**src/design/smcc_pkg.sv**
```systemverilog
package smcc_pkg;

   // Command codes of the request item
   localparam int CMD_W = 2;
   localparam logic [CMD_W-1:0] CMD_LOAD_COST    = 2'd0;
   localparam logic [CMD_W-1:0] CMD_LOAD_CONTRIB = 2'd1;
   localparam logic [CMD_W-1:0] CMD_RUN          = 2'd2;

   // Register map
   localparam int CSR_IDX_W  = 2;
   localparam int CSR_DATA_W = 17;
   localparam logic [CSR_IDX_W-1:0] CSR_ITEM_COUNT = 2'd0;
   localparam logic [CSR_IDX_W-1:0] CSR_DIM_COUNT  = 2'd1;
   localparam logic [CSR_IDX_W-1:0] CSR_THRESHOLD  = 2'd2;

   // Field widths
   localparam int COUNT_W  = 5;
   localparam int INDEX_W  = 4;
   localparam int VALUE_W  = 17;
   localparam int SUM_W    = 21;
   localparam int SUBSET_W = 16;

   localparam logic [COUNT_W-1:0] ITEM_COUNT_RESET = 5'd16;
   localparam logic [COUNT_W-1:0] DIM_COUNT_RESET  = 5'd16;
   localparam logic [VALUE_W-1:0] THRESHOLD_RESET  = 17'd0;

   typedef struct packed {
      logic [CMD_W-1:0]   cmd;
      logic [INDEX_W-1:0] item_index;
      logic [INDEX_W-1:0] dim_index;
      logic [VALUE_W-1:0] value;
   } req_type;

   typedef struct packed {
      logic [SUM_W-1:0] min_cost;
      logic             found;
   } rsp_type;

   // Controller to datapath
   typedef struct packed {
      logic load_cost;
      logic load_contrib;
      logic run_init;
      logic issue;
      logic decide;
      logic emit;
   } ctrl_cmd_type;

   // Datapath to controller
   typedef struct packed {
      logic dims_zero;
      logic dim_last;
      logic subset_last;
   } dp_status_type;

endpackage

```
**src/design/smcc_ctrl.sv**
```systemverilog
module smcc_ctrl
   import smcc_pkg::*;
(
   input  logic             clock,
   input  logic             reset,
   input  logic             start,
   input  logic [CMD_W-1:0] req_cmd,
   input  dp_status_type    status,
   output logic             busy,
   output ctrl_cmd_type     cmd
);

   localparam logic [1:0] ST_IDLE   = 2'd0;
   localparam logic [1:0] ST_PASS   = 2'd1;
   localparam logic [1:0] ST_DRAIN  = 2'd2;
   localparam logic [1:0] ST_DECIDE = 2'd3;

   logic [1:0] state_ff;
   logic [1:0] state_in;

   assign busy = (state_ff != ST_IDLE);

   always_comb begin
      state_in = state_ff;
      cmd      = '0;
      unique case (state_ff)
         ST_IDLE: begin
            if (start) begin
               unique case (req_cmd)
                  CMD_LOAD_COST: begin
                     cmd.load_cost = 1'b1;
                  end
                  CMD_LOAD_CONTRIB: begin
                     cmd.load_contrib = 1'b1;
                  end
                  CMD_RUN: begin
                     cmd.run_init = 1'b1;
                     state_in     = ST_PASS;
                  end
                  default: begin
                  end
               endcase
            end
         end
         ST_PASS: begin
            // one dimension per cycle through the sum memory
            if (status.dims_zero) begin
               state_in = ST_DECIDE;
            end else begin
               cmd.issue = 1'b1;
               if (status.dim_last) begin
                  state_in = ST_DRAIN;
               end
            end
         end
         ST_DRAIN: begin
            state_in = ST_DECIDE;
         end
         ST_DECIDE: begin
            cmd.decide = 1'b1;
            if (status.subset_last) begin
               cmd.emit = 1'b1;
               state_in = ST_IDLE;
            end else begin
               state_in = ST_PASS;
            end
         end
         default: begin
            state_in = ST_IDLE;
         end
      endcase
   end

   always_ff @(posedge clock) begin
      if (reset) begin
         state_ff <= ST_IDLE;
      end else begin
         state_ff <= state_in;
      end
   end

   a_run_enters_pass: assert property (@(posedge clock) disable iff (reset)
      start && !busy && (req_cmd == CMD_RUN) |=> state_ff == ST_PASS)
      else $error("run item did not start a dimension pass");

   a_emit_returns_idle: assert property (@(posedge clock) disable iff (reset)
      cmd.emit |=> !busy)
      else $error("still busy after the result was sent");

endmodule

```
**config.mk**
```make
export PLATFORM = sky130hd
export DESIGN_NAME = smcc_ctrl
export DESIGN_NICKNAME = d
export VERILOG_FILES = /design/src/design/smcc_pkg.sv /design/src/design/smcc_ctrl.sv
export SDC_FILE = /design/constraint.sdc
export NUM_CORES = 1
export LEC_CHECK = 0
export BUFFER_PORTS_ARGS = -buffer_cell sky130_fd_sc_hd__buf_2
export CELL_PAD_IN_SITES_DETAIL_PLACEMENT = 0
export CELL_PAD_IN_SITES_GLOBAL_PLACEMENT = 1
export CORE_AREA = 4 4 41 43
export CTS_CLUSTER_DIAMETER = 200
export DETAILED_ROUTE_END_ITERATION = 6
export DIE_AREA = 0 0 45 47
export PLACE_DENSITY = 0.58
export SLEW_MARGIN = 20
export SYNTH_ARGS = -nofsm -noshare
export SYNTH_HDL_FRONTEND = slang
export SYNTH_SLANG_ARGS = --single-unit
```
**constraint.sdc**
```tcl
create_clock -name clock -period 4.55 [get_ports clock]
set_clock_uncertainty 0.1 [all_clocks]
set_input_delay 0.91 -clock clock [delete_from_list [all_inputs] [get_ports clock]]
set_output_delay 0.91 -clock clock [all_outputs]
set_load 0.02 [all_outputs]
```
==> results.md, run 1 <==
* Outcome: finished clean
* Biggest regs: state_ff (2)
* Die area at 2120 um2
* Worst min path class: flip-flop to flip-flop
* Routed wire per std cell at 9.39 um
* Vias in the first global route at 220
* WL final at 554 um
* Critical Path RT at 3.54 ns
* Placer Congestion at 0.731
* Syn_area_per_cell at 8.94 um2
* Postcts setup bufs at 0
* Worst slew pin tran at 0.235 ns
* Vias/cell at 3.92
* Largest fanout on the critical path at 3
* Finish-stage setup viols at 0
* Synthesis-to-finish area growth at 46.1%
* Path type of the worst setup path: input pin to output pin
* Pre-antenna DRT Iters at 2
* Crit share post-route at 0.541
* Relative slew slack at 0.843
* Synth unique cells at 16
* CTS Buf Count at 3
* Pin count of the biggest net entering global routing at 5
* GRT overflow at 0
* Chip Height at 47 um
* Final core utilization at 0.271
* Max Cap Violations at 0
* Pre-CTS WS at 2.08 ns
* Share of cells above drive strength 1 at 0.455
* Vias at 231
* Crit path launch type: input pin
* Core area at 1300 um2
* Max VDD drop at 0.144 mV
* Clk buf depth at 2
* Ys Warns at 0
* Arr. time, crit path at 1.45 ns
* RSZ-0062 raised after global routing: false
* Cell total after placement at 56
* Pwr dens at 440 nW/um2
* Clock net sink count at 2
* H-tree levels at 1
* # rows at 13
* Synthesized area at 241 um2
* Number of flip-flops in the largest register at 2
* Setup_tns at 0 ns
* Register area at 40.0 um2
* Max Clk Rate at 406 MHz
* Multi-input gate area at 186 um2
* Design Area, Final at 353 um2
* Most flop-heavy register: state_ff
* Fillers at 161
* Slew Viols, Final at 0
* Top cells by area, synth: ha_1, dfxtp_1, nand2b_1
* Synth Register Bits at 2
* Post-synth top area cell: ha_1
* Sequential share of the synthesized area at 0.166
* Final worst slack at 2.09 ns
* Post-CTS resize count at 0
* PortBufs at 14
* Antenna Nets Post-Route at 0
* R2R depth at 5
* Total power at 0.155 mW
* Final hold viol count at 0
* HPWL Detailed at 451 um
* Initial antenna violation count at 0
* Leakage power at 0.190 nW
* Hold_buf cts at 0
* Post-synthesis net count at 40
* Reg clk slew, reported paths at 0.03 ns
* Total GRT Usage at 0.0615
* Final Non-Filler Cells at 59
* Worst hold slack at 0.424 ns
* Clk_lat worst skew at 0.22 ns
* Clock Tree Root: clkbuf_4
* Area after DPL at 330 um2
* # IOs at 15
* First-pass GRT wire length at 924 um
* Nets at 59
* Ant. Diodes at 0
* Minimum clock period at 2.46 ns
* Cells after Synth at 27
* DRC violations left at 0
* CTS tree: done
* Starting Density at 0.186
* Crit. End Element: output pin
* Die W at 45 um
* Worst hold path cell count at 2
* Area fraction of the dominant cell type after synthesis at 0.259
* Iter 0 DRT Violations at 3
worst paths after layout:
check                           slack, ns                  endpoint                     start
worst min-delay path                 0.42  state_ff[1]$_SDFFE_PP0P_  state_ff[1]$_SDFFE_PP0P_
worst min register to register       0.42  state_ff[1]$_SDFFE_PP0P_  state_ff[1]$_SDFFE_PP0P_
worst max-delay path                 2.09                    cmd[4]                     start
worst max register to register       2.96  state_ff[0]$_SDFFE_PP0P_  state_ff[1]$_SDFFE_PP0P_
placed cells by master (no fill, tap or decap):
| cell | instances |
|---|---|
| a211oi_1 | 1 |
| a21oi_1 | 1 |
| a22oi_2 | 1 |
| and2_1 | 1 |
| buf_2 | 14 |
| clkbuf_4 | 3 |
| dfxtp_1 | 2 |
| ha_1 | 5 |
| inv_1 | 4 |
| mux2_4 | 1 |
| mux2i_1 | 1 |
| nand2_1 | 1 |
| nand2b_1 | 3 |
| nand3b_1 | 1 |
| nor2_1 | 1 |
| nor2b_4 | 1 |
| nor3_1 | 1 |
| nor3b_1 | 2 |
cell families after synthesis:
group | after synthesis | share of synthesized area
adder cells (fa/ha/maj) | 5 | 0.259
AND/OR/NAND/NOR | 11 | 0.306
flip-flops | 2 | 0.166
buffers and inverters | 4 | 0.0622
AO/OA/AOI/OAI | 3 | 0.104
multiplexers | 2 | 0.104
per-layer routing:
metal  up-vias  global-route usage  wire length (um)
met5         -                   0                 0
met4         0                   0                 0
met3         0              0.0460                35
met2         5              0.0904               268
met1       101              0.0769               250
li1        125                   -                 -
synth_stat cells (all sizes together):
| cell | n |
|---|---|
| ha | 5 |
| nor2b | 1 |
| mux2i | 1 |
| a211oi | 1 |
| nor2 | 1 |
| nor3 | 1 |
| mux2 | 1 |
| nor3b | 2 |
| nand2 | 1 |
| and2 | 1 |
| a21oi | 1 |
| nand3b | 1 |
| dfxtp | 2 |
| inv | 4 |
| a22oi | 1 |
| nand2b | 3 |
worst max-delay path: stages:
cell	delay [ns]
buf_2	0.09
nand2_1	0.07
nor3b_1	0.19
buf_2	0.19
layout make-up:
class	instances	area share
Clock buffer	3	0.0638
Timing Repair Buffer	14	0.199
Tap cell	15	0.0532
Sequential cell	2	0.113
Inverter	4	0.0426
Multi-Input combinational cell	21	0.528
where the power goes:
part / total [mW] / leakage, nW / switching, mW / internal [mW]
sequential: 0.0291 / 0.0164 / 0.00559 / 0.0235
combinational: 0.0874 / 0.160 / 0.0478 / 0.0396
clock: 0.0389 / 0.0138 / 0.00980 / 0.0291
(Power assumes the default switching activity.)
==> run 2: changes to the inputs <==
--- a/config.mk
+++ b/config.mk
@@ -5,6 +5,7 @@
 export SDC_FILE = /design/constraint.sdc
 export NUM_CORES = 1
 export LEC_CHECK = 0
+export ABC_AREA = 1
 export BUFFER_PORTS_ARGS = -buffer_cell sky130_fd_sc_hd__buf_2
 export CELL_PAD_IN_SITES_DETAIL_PLACEMENT = 0
 export CELL_PAD_IN_SITES_GLOBAL_PLACEMENT = 1
@@ -12,7 +13,7 @@
 export CTS_CLUSTER_DIAMETER = 200
 export DETAILED_ROUTE_END_ITERATION = 6
 export DIE_AREA = 0 0 45 47
-export PLACE_DENSITY = 0.58
+export PLACE_DENSITY = 0.61
 export SLEW_MARGIN = 20
 export SYNTH_ARGS = -nofsm -noshare
 export SYNTH_HDL_FRONTEND = slang
==> constraint.sdc (replaced) <==
create_clock -name clock -period 2.5 [get_ports clock]
set_clock_uncertainty 0.1 [all_clocks]
set_input_delay 0.5 -clock clock [delete_from_list [all_inputs] [get_ports clock]]
set_output_delay 0.5 -clock clock [all_outputs]
set_load 0.02 [all_outputs]
==> run 2 against run 1 <==
  * Synthesized cell count rose by 37%
  * Sequential power up 87%
  * Cell area fell by 2.5%
  * Hold slack worse by 0.0084 ns
  * Highest routed layer unchanged
  * Die area did not move
  * Critical path depth increased by 1
  * Clock power rose by 90%
  * First-iteration DRC count rose to 2.7 times the previous value
  * Flip-flop and latch count stayed put
==> results.md, run 2 <==
* Worst path cell trace: inv_1 > ha_1 > nand2_1 > nor3_1 > buf_2
* Path type of the worst setup path: flip-flop to output pin
* Slew Viols, Final at 0 (unchanged)
* Worst min path class: input pin to flip-flop
* R2R depth at 6 (+1)
* Worst hold start: reset
* Final Non-Filler Cells at 69 (+17%)
* Iter 0 DRT Violations at 8 (+5)
* Worst hold path endpoint: state_ff[1]$_SDFFE_PP0P_
* Nets at 69 (+17%)
* Setup_tns at 0 ns (unchanged)
* Crit share post-route at 0.753
* Multi-input gate area at 163 um2 (-13%)
* Post-synthesis net count at 50 (+25%)
* Post-synthesis compound-gate area fraction at 0.0323 (-0.0714)
* R2R Setup Slk at 1.30 ns (-1.66 ns)
* Top cells by area, synth: ha_1, dfxtp_1, inv_1
* Final hold viol count at 0 (unchanged)
* Largest fanout on the critical path at 4 (+1)
* Most common cell after layout, fill and taps aside: buf_2
* Sequential share of the synthesized area at 0.172 (+0.00624)
* Reg clk slew, reported paths at 0.03 ns (about the same)
* Die W at 45 um (unchanged)
* Worst slew pin tran at 0.168 ns (-0.0673 ns)
* Worst hold path cell count at 4 (+2)
* Clk_lat worst skew at 0.23 ns (about the same)
* Initial antenna violation count at 0 (unchanged)
* Ant. Diodes at 0 (unchanged)
* GRT met3 Usage at 0.0345 (-0.0115)
* Synthesized area at 233 um2 (-3.6%)
* Clk buf depth at 2 (unchanged)
* # IOs at 15 (unchanged)
* Ys Warns at 0 (unchanged)
* Vias at 255 (+10%)
* Register area at 40.0 um2 (unchanged)
* Postcts setup bufs at 0 (unchanged)
* Clock net sink count at 2 (unchanged)
* Cells after Synth at 37 (+37%)
* Mux contribution to synthesized area at 0 (-0.104)
* Core area at 1300 um2 (unchanged)
* GRT overflow at 0 (unchanged)
* FF-to-FF Start: state_ff[0]$_SDFFE_PP0P_
* Arr. time, crit path at 1.28 ns (-0.17 ns)
* RSZ-0062 raised after global routing: false
* Clock Tree Root: clkbuf_4
* Leakage power at 0.215 nW (+13%)
* Vias/cell at 3.70 (-5.6%)
* Number of flops mapped to enable cells by yosys at 0 (unchanged)
* Antenna Nets Post-Route at 0 (unchanged)
* H-tree levels at 1 (unchanged)
* Synthesis-to-finish area growth at 47.8%
* Syn_area_per_cell at 6.29 um2 (-30%)
* Met1 GRT Util at 0.0611 (-0.0158)
* Share of cells above drive strength 1 at 0.370 (-0.0842)
* First-pass GRT wire length at 910 um (-1.5%)
* Finish-stage setup viols at 0 (unchanged)
* Fillers at 167 (+3.7%)
* CTS Buf Count at 3 (unchanged)
* Number of flip-flops in the largest register at 2 (unchanged)
* Hold_buf cts at 0 (unchanged)
* Post-synthesis xor/xnor area fraction at 0 (unchanged)
* Pre-antenna DRT Iters at 3 (+1)
* Worst hold slack at 0.415 ns (-0.00840 ns)
* Chip Height at 47 um (unchanged)
* Biggest regs: state_ff (2)
* Critical Path RT at 1.90 ns (-1.64 ns)
* Most flop-heavy register: state_ff
* PortBufs at 14 (unchanged)
* Cell total after placement at 66 (+18%)
* DRC violations left at 0 (unchanged)
* Crit path launch type: flip-flop
* Minimum clock period at 1.88 ns
* Pwr dens at 904 nW/um2 (+110%)
* Met2 usage at 0.0960 (+0.00565)
* WL final at 511 um (-7.8%)
* Max VDD drop at 0.213 mV (+48%)
* Routed wire per std cell at 7.41 um (-21%)
* Total GRT Usage at 0.0647 (+0.00315)
* Biggest cell delay along the critical path at 0.32 ns (+0.13 ns)
* CTS tree: done
* Outcome: finished clean
* Simple-gate portion of the synthesized area at 0.398 (+0.0921)
* Starting Density at 0.179 (-0.00673)
* Synth Register Bits at 2 (unchanged)
* Most frequent cells in the layout: buf_2, inv_1, nor2_1, nand2_1, ha_1
* Worst R2R End: state_ff[0]$_SDFFE_PP0P_
* Crit. End Element: output pin
* Area fraction of the dominant cell type after synthesis at 0.269 (+0.00975)
* Busiest grt layer: met2
* Top_reg_cell synth: dfxtp_1
* Post-CTS resize count at 0 (unchanged)
* Ys async rst share at 0 (unchanged)
* Post-Synth Adder-Cell Area at 0.269 (+0.00975)
* Critical Path Slowest Stage Cell: dfxtp_1
* # rows at 13 (unchanged)
* Placer Congestion at 0.664 (-9.1%)
* Synth unique cells at 9 (-7)
* HPWL Detailed at 430 um (-4.8%)
* Relative slew slack at 0.888 (+0.0444)
* Vias in the first global route at 247 (+12%)
* Post-synth top area cell: ha_1
* Largest family of logic cells by synthesized area: simple AND/OR/NAND/NOR gates
* Max Clk Rate at 531 MHz
* Commonest cells post-synth: inv_1, nand2_1, nor2_1
* Die area at 2120 um2 (unchanged)
* Pin count of the biggest net entering global routing at 5 (unchanged)
* Max Cap Violations at 0 (unchanged)
## run 2: critical path: cells and delay by family (launching register included)
family / cells / cell delay (ns)
adder cells (fa/ha/maj): 1 / 0.22
buffers and inverters: 2 / 0.32
flip-flops: 1 / 0.32
AND/OR/NAND/NOR: 2 / 0.20
## run 2: kinds of logic after synthesis
kind of cell             count (synthesis)
buffers and inverters                    8
flip-flops                               2
AND/OR/NAND/NOR                         21
adder cells (fa/ha/maj)                  5
AO/OA/AOI/OAI                            1
## run 2: metrics by stage
stage	cell area (um2)	util	setup slack [ns]	power, mW
2_1_floorplan	233	-	0.759	0.193
3_3_place_gp	322	0.247	0.851	0.244
3_5_place_dp	322	0.247	0.842	0.240
4_1_cts	344	0.264	0.587	0.321
5_1_grt	344	0.264	0.452	0.356
6_report	344	0.264	0.617	0.311
## run 2: area by class of cell
| type | count | area share |
|---|---|---|
| Multi-Input combinational cell | 27 | 0.473 |
| Inverter | 8 | 0.0873 |
| Tap cell | 15 | 0.0545 |
| Clock buffer | 3 | 0.0655 |
| Timing Repair Buffer | 14 | 0.204 |
| Sequential cell | 2 | 0.116 |
## run 2: how the worst max path moves through the flow
stage / start / to / slack (ns) / cells after the start
global route: state_ff[0]$_SDFFE_PP0P_ / cmd[5] / 0.45 / 5
CTS: state_ff[0]$_SDFFE_PP0P_ / cmd[4] / 0.59 / 5
floorplan: state_ff[0]$_SDFFE_PP0P_ / cmd[4] / 0.76 / 4
detailed placement: state_ff[0]$_SDFFE_PP0P_ / cmd[4] / 0.84 / 5
finish: state_ff[0]$_SDFFE_PP0P_ / cmd[4] / 0.62 / 5
global placement: state_ff[0]$_SDFFE_PP0P_ / cmd[4] / 0.85 / 5
## run 2: layer usage
metal  part of all wire  vias to the layer above
li1                   -                      146
met3              0.078                        0
met4                  0                        0
met1               0.39                      104
met2               0.53                        5
met5                  0                        -
## run 2: power by group
part | leakage, nW | switching (mW) | internal (mW)
Clock | 0.0138 | 0.0209 | 0.0532
Combinational | 0.185 | 0.115 | 0.0673
Sequential | 0.0166 | 0.00975 | 0.0448
Total | 0.215 | 0.146 | 0.165
==> run 3: changes to the inputs <==
--- a/config.mk
+++ b/config.mk
@@ -13,7 +13,7 @@
 export CTS_CLUSTER_DIAMETER = 200
 export DETAILED_ROUTE_END_ITERATION = 6
 export DIE_AREA = 0 0 45 47
-export PLACE_DENSITY = 0.61
+export PLACE_DENSITY = 0.63
 export SLEW_MARGIN = 20
 export SYNTH_ARGS = -nofsm -noshare
 export SYNTH_HDL_FRONTEND = slang
==> constraint.sdc (replaced) <==
create_clock -name clock -period 1.5 [get_ports clock]
set_clock_uncertainty 0.1 [all_clocks]
set_input_delay 0.3 -clock clock [delete_from_list [all_inputs] [get_ports clock]]
set_output_delay 0.3 -clock clock [all_outputs]
set_load 0.02 [all_outputs]
==> run 3 against run 2 <==
  * Combinational power is 140% higher
  * Worst setup slack got worse by 0.63 ns
  * Non-clock buffer count increased by 4
  * Count of clock-buffer cells in the layout did not move
  * Clock power grew 65%
  * The run now ends with negative setup slack left
  * Routed wire length rose by 39%
  * Hold slack lost 0.21 ns
  * Sequential power increased by 78%
  * First-iteration DRC count decreased by 100%
  * Cell area grew 25%
  * Total power grew 110%
  * Critical path type unchanged
  * Die area unchanged
==> results.md, run 3 (synthesis gave the netlist of run 2 again) <==
* Outcome: finished with violations
* Failing checks: negative setup slack
* Core area at 1300 um2 (unchanged)
* Pin count of the biggest net entering global routing at 5 (unchanged)
* Most common cell after layout, fill and taps aside: buf_2
* HPWL Detailed at 454 um (+5.7%)
* Area after DPL at 322 um2 (unchanged)
* Setup_tns at -0.0134 ns (-0.0134 ns)
* Clock Tree Root: clkbuf_4
* Top layer in use: met4
* Pre-CTS WS at 0.0472 ns (-0.795 ns)
* Antenna Nets Post-Route at 0 (unchanged)
* # rows at 13 (unchanged)
* Number of flip-flops in the largest register at 2 (unchanged)
* Met1 wire length at 241 um (+21%)
* Met2 wire len at 414 um (+53%)
* Final worst slack at -0.0134 ns (-0.631 ns)
* Critical Path RT at 1.10 ns (-0.80 ns)
* Placer Congestion at 0.672 (+1.1%)
* Synthesis-to-finish area growth at 85.5%
* Vias/cell at 3.90 (+5.6%)
* GRT overflow at 0 (unchanged)
* H-tree levels at 1 (unchanged)
* Iter 0 DRT Violations at 0 (-8)
* Nets at 73 (+5.8%)
* Vias at 285 (+12%)
* Fillers at 147 (-12%)
* Final Non-Filler Cells at 73 (+5.8%)
* Reg clk slew, reported paths at 0.03 ns (about the same)
* Pwr dens at 1540 nW/um2 (+70%)
* PortBufs at 14 (unchanged)
* Most flop-heavy register: state_ff
* Max Cap Violations at 0 (unchanged)
* Clk_lat worst skew at 0.23 ns (about the same)
* Ant. Diodes at 0 (unchanged)
* Worst slew pin tran at 0.176 ns (+0.00849 ns)
* WL final at 708 um (+39%)
* First-pass GRT wire length at 1.10 mm (+21%)
* Max VDD drop at 0.571 mV (+170%)
* Starting Density at 0.179 (unchanged)
* CTS Buf Count at 3 (unchanged)
* Vias in the first global route at 280 (+13%)
* Worst hold slack at 0.204 ns (-0.211 ns)
* Die W at 45 um (unchanged)
* Clock net sink count at 2 (unchanged)
* Design Area, Final at 432 um2 (+25%)
* DRC violations left at 0 (unchanged)
* Largest fanout on the critical path at 3 (-1)
* Final hold viol count at 0 (unchanged)
* Final core utilization at 0.332 (+0.0673)
* Crit share post-route at 1.01
* Worst Setup SP: state_ff[1]$_SDFFE_PP0P_
* Share of cells above drive strength 1 at 0.569 (+0.199)
* Arr. time, crit path at 1.11 ns (-0.17 ns)
* Worst min path class: input pin to flip-flop
* Leakage power at 0.242 nW (+12%)
* Worst hold start: reset
* Biggest regs: state_ff (2)
* Slew Viols, Final at 0 (unchanged)
* Initial antenna violation count at 0 (unchanged)
* Die area at 2120 um2 (unchanged)
* Path type of the worst setup path: flip-flop to output pin
* Crit. End Element: output pin
* Finish-stage setup viols at 1 (+1)
* FF-to-FF Start: state_ff[0]$_SDFFE_PP0P_
* Total GRT Usage at 0.0796 (+0.0149)
* Clk buf depth at 2 (unchanged)
* Crit path launch type: flip-flop
* Relative slew slack at 0.882 (-0.00569)
* CTS tree: done
* Cell total after placement at 66 (unchanged)
* Met3 WL post-DR at 37 um (-7.5%)
* Routed wire per std cell at 9.70 um (+31%)
* Chip Height at 47 um (unchanged)
* Max Clk Rate at 661 MHz
* RSZ-0062 raised after global routing: true
* Minimum clock period at 1.51 ns
* Most frequent cells in the layout: buf_2, nor2_1, buf_4, nand2_1, inv_1
* # IOs at 15 (unchanged)
* Pre-antenna DRT Iters at 1 (-2)
* Total power at 0.664 mW (+110%)
run 3: cell types whose count changed in the layout (fill, tap and decap cells not counted), sizes merged:
cell | previous run | this run
buf | 14 | 18
run 3: worst paths after layout:
kind                              endpoint  slack, ns  depth (start not counted)
setup reg to reg  state_ff[0]$_SDFFE_PP0P_       0.22                          7
hold / removal    state_ff[0]$_SDFFE_PP0P_       0.20                          4
setup / recovery                    cmd[5]      -0.01                          5
hold reg to reg   state_ff[1]$_SDFFE_PP0P_       0.58                          4
run 3: report_power, final:
part	internal, mW	leakage (nW)	switching [mW]
sequential	0.0791	0.0172	0.0181
clock	0.0885	0.0138	0.0337
combinational	0.204	0.211	0.241
total	0.371	0.242	0.293
run 3: routing by layer:
| layer | global-route usage | vias up |
|---|---|---|
| met3 | 0.0383 | 2 |
| met5 | 0 | - |
| met2 | 0.144 | 7 |
| met1 | 0.0632 | 125 |
| li1 | - | 151 |
| met4 | 0.0702 | 0 |
run 3: final cells by class:
class | instances | area [um2] | area share
Inverter | 8 | 30.0 | 0.0696
Sequential cell | 2 | 42.5 | 0.0986
Clock buffer | 3 | 22.5 | 0.0522
Timing Repair Buffer | 18 | 116 | 0.270
Tap cell | 15 | 18.8 | 0.0435
Multi-Input combinational cell | 27 | 201 | 0.467
run 3: what timing repair did:
action	CTS	global route
setup endpoints to repair	5	5
hold buffers	0	0
resized for setup	13	5
setup buffers	4	0
pin swaps	3	2
hold endpoints to repair	0	0
run 3: critical path: stages (launching register included):
cell,delay (ns)
dfxtp_2,0.31
inv_2,0.08
ha_4,0.16
nand2_4,0.06
nor3_4,0.13
buf_6,0.14
